## config.mk

```make
export PLATFORM = sky130hd
export DESIGN_NAME = tlpt_ctrl
export DESIGN_NICKNAME = d
export VERILOG_FILES = /design/src/two_level_page_table_map_query_top_macros.svh /design/src/tlpt_pkg.sv /design/src/tlpt_ctrl.sv
export SDC_FILE = /design/constraint.sdc
export NUM_CORES = 1
export LEC_CHECK = 0
export ABC_CLOCK_PERIOD_IN_PS = 2250
export BUFFER_PORTS_ARGS = -buffer_cell sky130_fd_sc_hd__buf_2
export CAP_MARGIN = 20
export CORE_AREA = 4 4 41 43
export DETAILED_ROUTE_END_ITERATION = 10
export DIE_AREA = 0 0 45 47
export HOLD_SLACK_MARGIN = 0.06
export PLACE_DENSITY = 0.62
export SLEW_MARGIN = 20
export SYNTH_ARGS = -nofsm -noshare
export SYNTH_HDL_FRONTEND = slang
export SYNTH_SLANG_ARGS = --single-unit
```

## constraint.sdc

```tcl
create_clock -name i_clk -period 2.25 [get_ports i_clk]
set_input_delay 0.5625 -clock i_clk [delete_from_list [all_inputs] [get_ports i_clk]]
set_output_delay 0.5625 -clock i_clk [all_outputs]
set_load 0.005 [all_outputs]
```

## src/two_level_page_table_map_query_top_macros.svh

```systemverilog
// ----------------------------------------------------------------------------
// two_level_page_table_map_query_top_macros
// assertion macros used by the page table datapath
// ----------------------------------------------------------------------------
`ifndef TWO_LEVEL_PAGE_TABLE_MAP_QUERY_TOP_MACROS_SVH
`define TWO_LEVEL_PAGE_TABLE_MAP_QUERY_TOP_MACROS_SVH

// same-cycle implication, checked outside reset
`define TLPT_ASSERT_IMP(lbl, ante, cons, msg) \
    lbl: assert property (@(posedge i_clk) disable iff (!i_rst_n) (ante) |-> (cons)) \
        else $error(msg);

// next-cycle implication, checked outside reset
`define TLPT_ASSERT_NXT(lbl, ante, cons, msg) \
    lbl: assert property (@(posedge i_clk) disable iff (!i_rst_n) (ante) |=> (cons)) \
        else $error(msg);

`endif

```

## src/tlpt_pkg.sv

```systemverilog
// ----------------------------------------------------------------------------
// tlpt_pkg
// widths, codes and control types of the two-level page table block
// ----------------------------------------------------------------------------
package tlpt_pkg;

    localparam int TABLE_SLOTS_DEF   = 16;
    localparam int ENTRIES_PER_TABLE = 1024;
    localparam int IDX_W             = $clog2(ENTRIES_PER_TABLE);
    localparam int DIR_DEPTH         = 1024;
    localparam int VPN_W             = 20;
    localparam int FRAME_W           = 20;
    localparam int FLAGS_W           = 6;
    localparam int ENTRY_W           = FRAME_W + FLAGS_W;
    localparam int STATUS_W          = 2;
    localparam int FLAG_PRESENT_BIT  = 0;

    localparam logic CMD_MAP   = 1'b0;
    localparam logic CMD_QUERY = 1'b1;

    localparam logic [STATUS_W-1:0] ST_MAPPED = 2'd0;
    localparam logic [STATUS_W-1:0] ST_KEPT   = 2'd1;
    localparam logic [STATUS_W-1:0] ST_NOSLOT = 2'd2;
    localparam logic [STATUS_W-1:0] ST_QUERY  = 2'd3;

    typedef struct packed {
        logic                latch;
        logic                dir_rd;
        logic                dir_clr_wr;
        logic                dir_alloc_wr;
        logic                slot_ld;
        logic                next_inc;
        logic                clr_inc;
        logic                tbl_rd;
        logic                tbl_clr_wr;
        logic                tbl_wr;
        logic                res_ld;
        logic                res_from_tbl;
        logic [STATUS_W-1:0] res_status;
        logic                out_ld;
    } t_dp_cmd;

    typedef struct packed {
        logic is_query;
        logic dir_present;
        logic slots_full;
        logic frame_nz;
        logic clr_last;
        logic out_busy;
    } t_dp_sts;

endpackage

```

## src/tlpt_ctrl.sv

```systemverilog
// ----------------------------------------------------------------------------
// tlpt_ctrl
// sequencer for directory lookup, table allocation, clearing and result beats
// ----------------------------------------------------------------------------
module tlpt_ctrl (
    input  logic              i_clk,
    input  logic              i_rst_n,
    input  logic              i_in_valid,
    output logic              o_in_ready,
    input  tlpt_pkg::t_dp_sts i_sts,
    output tlpt_pkg::t_dp_cmd o_ctl
);
    import tlpt_pkg::*;

    localparam logic [2:0] S_DCLR = 3'd0;
    localparam logic [2:0] S_IDLE = 3'd1;
    localparam logic [2:0] S_DIR  = 3'd2;
    localparam logic [2:0] S_TCHK = 3'd3;
    localparam logic [2:0] S_TCLR = 3'd4;
    localparam logic [2:0] S_TWR  = 3'd5;
    localparam logic [2:0] S_DONE = 3'd6;

    logic [2:0] r_state;
    logic [2:0] n_state;

    always_ff @(posedge i_clk) begin
        if (!i_rst_n) begin
            r_state <= S_DCLR;
        end else begin
            r_state <= n_state;
        end
    end

    always_comb begin
        n_state    = r_state;
        o_ctl      = '0;
        o_in_ready = 1'b0;
        unique case (r_state)
            S_DCLR: begin
                o_ctl.dir_clr_wr = 1'b1;
                o_ctl.clr_inc    = 1'b1;
                if (i_sts.clr_last) begin
                    n_state = S_IDLE;
                end
            end
            S_IDLE: begin
                o_in_ready = 1'b1;
                if (i_in_valid) begin
                    o_ctl.latch  = 1'b1;
                    o_ctl.dir_rd = 1'b1;
                    n_state      = S_DIR;
                end
            end
            S_DIR: begin
                o_ctl.slot_ld = 1'b1;
                if (i_sts.dir_present) begin
                    o_ctl.tbl_rd = 1'b1;
                    n_state      = S_TCHK;
                end else if (i_sts.is_query) begin
                    o_ctl.res_ld     = 1'b1;
                    o_ctl.res_status = ST_QUERY;
                    n_state          = S_DONE;
                end else if (i_sts.slots_full) begin
                    o_ctl.res_ld     = 1'b1;
                    o_ctl.res_status = ST_NOSLOT;
                    n_state          = S_DONE;
                end else begin
                    o_ctl.dir_alloc_wr = 1'b1;
                    o_ctl.next_inc     = 1'b1;
                    n_state            = S_TCLR;
                end
            end
            S_TCHK: begin
                o_ctl.res_ld = 1'b1;
                n_state      = S_DONE;
                if (i_sts.is_query) begin
                    o_ctl.res_from_tbl = 1'b1;
                    o_ctl.res_status   = ST_QUERY;
                end else if (i_sts.frame_nz) begin
                    o_ctl.res_status = ST_KEPT;
                end else begin
                    o_ctl.tbl_wr     = 1'b1;
                    o_ctl.res_status = ST_MAPPED;
                end
            end
            S_TCLR: begin
                o_ctl.tbl_clr_wr = 1'b1;
                o_ctl.clr_inc    = 1'b1;
                if (i_sts.clr_last) begin
                    n_state = S_TWR;
                end
            end
            S_TWR: begin
                o_ctl.tbl_wr     = 1'b1;
                o_ctl.res_ld     = 1'b1;
                o_ctl.res_status = ST_MAPPED;
                n_state          = S_DONE;
            end
            S_DONE: begin
                if (!i_sts.out_busy) begin
                    o_ctl.out_ld = 1'b1;
                    n_state      = S_IDLE;
                end
            end
            default: begin
                n_state = S_DCLR;
            end
        endcase
    end

endmodule

```

==> out/qor.yml <==
status:
  status: "finished clean"
clocking:
  clkTransAtPathRegs_ns: 0.04
  holdBufCountCts: 0
  clock_latency_ns: 0.24
  cts_sinks: 3
  cts-resized-gates: 0
  cts_root_buf: "clkbuf_4"
  post_cts_buffers: 0
  cts.path.max_buffers: 2
  numCtsBuffers: 3
  cts_tree: "done"
  htreeDepth: 1
sta:
  setup_slack_ns: 0.289
  fin_crit_ns: 1.96
  fin_crit_sh: 0.871
  maxSlewViolCount: 0
  skew_ns: 0.00410
  finalSetupTns_ns: 0
  hold_violations: 0
  max_slew_margin: 0.697
  fmax_mhz: 510
  rsz0062_at_grt: "false"
  whs_ns: 0.601
  worstMarginPinSlew_ns: 0.453
  setup_viol: 0
grt:
  grt_max_degree: 16
  grt_use_total: 0.0963
  antenna_found_initial: 0
  grt_pass1_wl_mm: 1.46
  grt_overflow_total: 0
  grt_pass1_vias: 349
logic_synthesis:
  synthMuxAreaShare: 0
  ys_seq_elements: 3
  yosysUniqueCellTypes: 21
  synth.cell_area_um2: 324
  yosysSeqAreaShare: 0.185
  synth_xor_xnor_area_share: 0
  syn_inst: 51
  synth_top_family_by_area: "simple AND/OR/NAND/NOR gates"
  syn_nets: 60
  ys_warn_count: 0
  syn_avg_cell_area_um2: 6.35
  synth_fa_ha_area_frac: 0
  synth_compound_area_frac: 0.259
  synth_simple_gate_area_share: 0.452
drt:
  drt_iter0_markers: 7
  vias: 434
  routed_wl_mm: 1.03
  wl_per_cell_um: 11.4
  ant_nets: 0
  drc: 0
  dr.pass1.iters: 4
  vias_per_cell: 4.82
power_and_ir_drop:
  pwr-share-comb: 0.340
  power_switching_w: 0.0000905
  p_seq_frac: 0.288
  clock_power_share: 0.373
  cellLeakagePower_nw: 0.245
  swShare: 0.348
  ir_worst_vdd_mv: 0.224
  powerDensity_nw_per_um2: 557
  internal-power_w: 0.000169
min_path:
  min_path_type: "reg -> reg"
  min_to: "r_state[1]"
  hold-path-cell-count: 2
  min-delay-start: "r_state[2]"
setup_path:
  r2r_end: "r_state[1]"
  crit_buf_inv: 1
  regToRegSetupSlack_ns: 0.92
  slowest_stage: "dfxtp_1"
  endpoint_kind: "output port"
  path_max_fanout: 11
  path_delay_family: "simple AND/OR/NAND/NOR gates"
  cp.required_ns: 1.69
  crit_type: "reg -> out"
  rr_worst_depth: 3
  worstPathCellList: "nand2b_1, nor4b_1, buf_2"
  start_kind: "register"
  worst_ep_arrival_time_ns: 1.40
  slowest_delay_ns: 0.40
  r2r_start: "r_state[0]"
finish:
  top_register: "r_state"
  nets: 85
  regArea_um2: 60.1
  largest_register_ffs: 3
  fillers: 157
  final_common_cell: "buf_2"
  reg.largest.list: "r_state: 3 flops"
  diodes: 0
  drive_gt1_frac: 0.373
  multiInputGateArea_um2: 230
  final_cell_mix: "buf_2 (24), nor2_1 (9), a21oi_1 (5), nand2b_1 (4), o21ai_0 (4)"
  fin_cells: 90
  syn_to_final_growth_pct: 44.0
  final_area_um2: 467
flow_run:
  cap_violations: 0
floorplan:
  fp.dieH_um: 47
  die_w_um: 45
  die-area_um2: 2120
  rows: 13
  io_pins: 25
  start_util: 0.249
  core_area_um2: 1300
placement:
  placedCellCount: 86
  routabilityCongestion: 0.797
  hpwl_um: 751
  port_buffers: 24
  pre_cts_ws_ns: 0.376
  postPlaceCellArea_um2: 440
[cell type report]
type,instances,area share
Clock buffer,4,0.0563
Inverter,1,0.00804
Multi-Input combinational cell,42,0.493
Sequential cell,3,0.129
Tap cell,15,0.0402
Timing Repair Buffer,25,0.273
[synthesized netlist by cell type]
cell       number  share of area
and3_1          2          0.039
and2_1          2          0.039
inv_1           1          0.012
a21oi_1         5          0.077
nor3_1          2          0.031
o2111ai_1       1          0.027
nand2b_1        4          0.077
buf_4           2          0.046
a31oi_1         1          0.019
buf_2           3          0.046
nor4b_1         1          0.027
nor2b_1         3          0.058
nand4_1         1          0.019
nand2_1         3          0.035
nor2_1          9           0.10
o21a_1          1          0.023
o21ai_0         4          0.062
dfxtp_1         3           0.19
o221ai_1        1          0.027
or4_1           1          0.023
o31ai_1         1          0.023
[through the flow]
stage / util / total power (W)
6_report: 0.359 / 0.000260
5_1_grt: 0.359 / 0.000281
4_1_cts: 0.359 / 0.000264
3_5_place_dp: 0.338 / 0.000164
3_3_place_gp: 0.338 / 0.000163
2_1_floorplan: - / 0.000126
[worst min-delay path: cells and delay by family (launching register included)]
kind,cells,cell delay [ns]
flops,1,0.40
simple gates,2,0.16
[how the worst max path moves through the flow]
| stage | from | endpoint | slack, ns | depth (start not counted) |
|---|---|---|---|---|
| 5_1_grt | r_state[2] | o_ctl[9] | 0.17 | 3 |
| 3_3_place_gp | i_sts[5] | o_ctl[11] | 0.42 | 4 |
| 2_1_floorplan | i_sts[5] | o_ctl[11] | 0.47 | 3 |
| 3_5_place_dp | i_sts[5] | o_ctl[11] | 0.38 | 4 |
| 6_report | r_state[2] | o_ctl[11] | 0.29 | 3 |
| 4_1_cts | r_state[2] | o_ctl[11] | 0.28 | 3 |
[logic make-up (layout without fill, tap and decap cells)]
| logic type | after synthesis | count (layout) |
|---|---|---|
| compound gates | 14 | 14 |
| buf+inv | 6 | 30 |
| simple gates | 28 | 28 |
| flops | 3 | 3 |
[power by group through the flow]
| stage | Sequential, W | Combinational (W) | Clock [W] |
|---|---|---|---|
| after floorplan | 0.0000641 | 0.0000619 | 0 |
| after CTS | 0.0000744 | 0.0000893 | 0.000101 |
| final | 0.0000747 | 0.0000883 | 0.0000968 |
| after global routing | 0.0000758 | 0.0000981 | 0.000107 |
| after global placement | 0.0000749 | 0.0000882 | 0 |
| after detailed placement | 0.0000752 | 0.0000887 | 0 |
[layer usage]
layer | vias to the layer above | part of all wire | track usage
met4 | 0 | 0 | 0.0351
met5 | - | 0 | 0
li1 | 229 | - | -
met3 | 0 | 0.11 | 0.0536
met1 | 187 | 0.47 | 0.129
met2 | 18 | 0.42 | 0.127
Note: power is estimated with default switching activity, not from simulation.
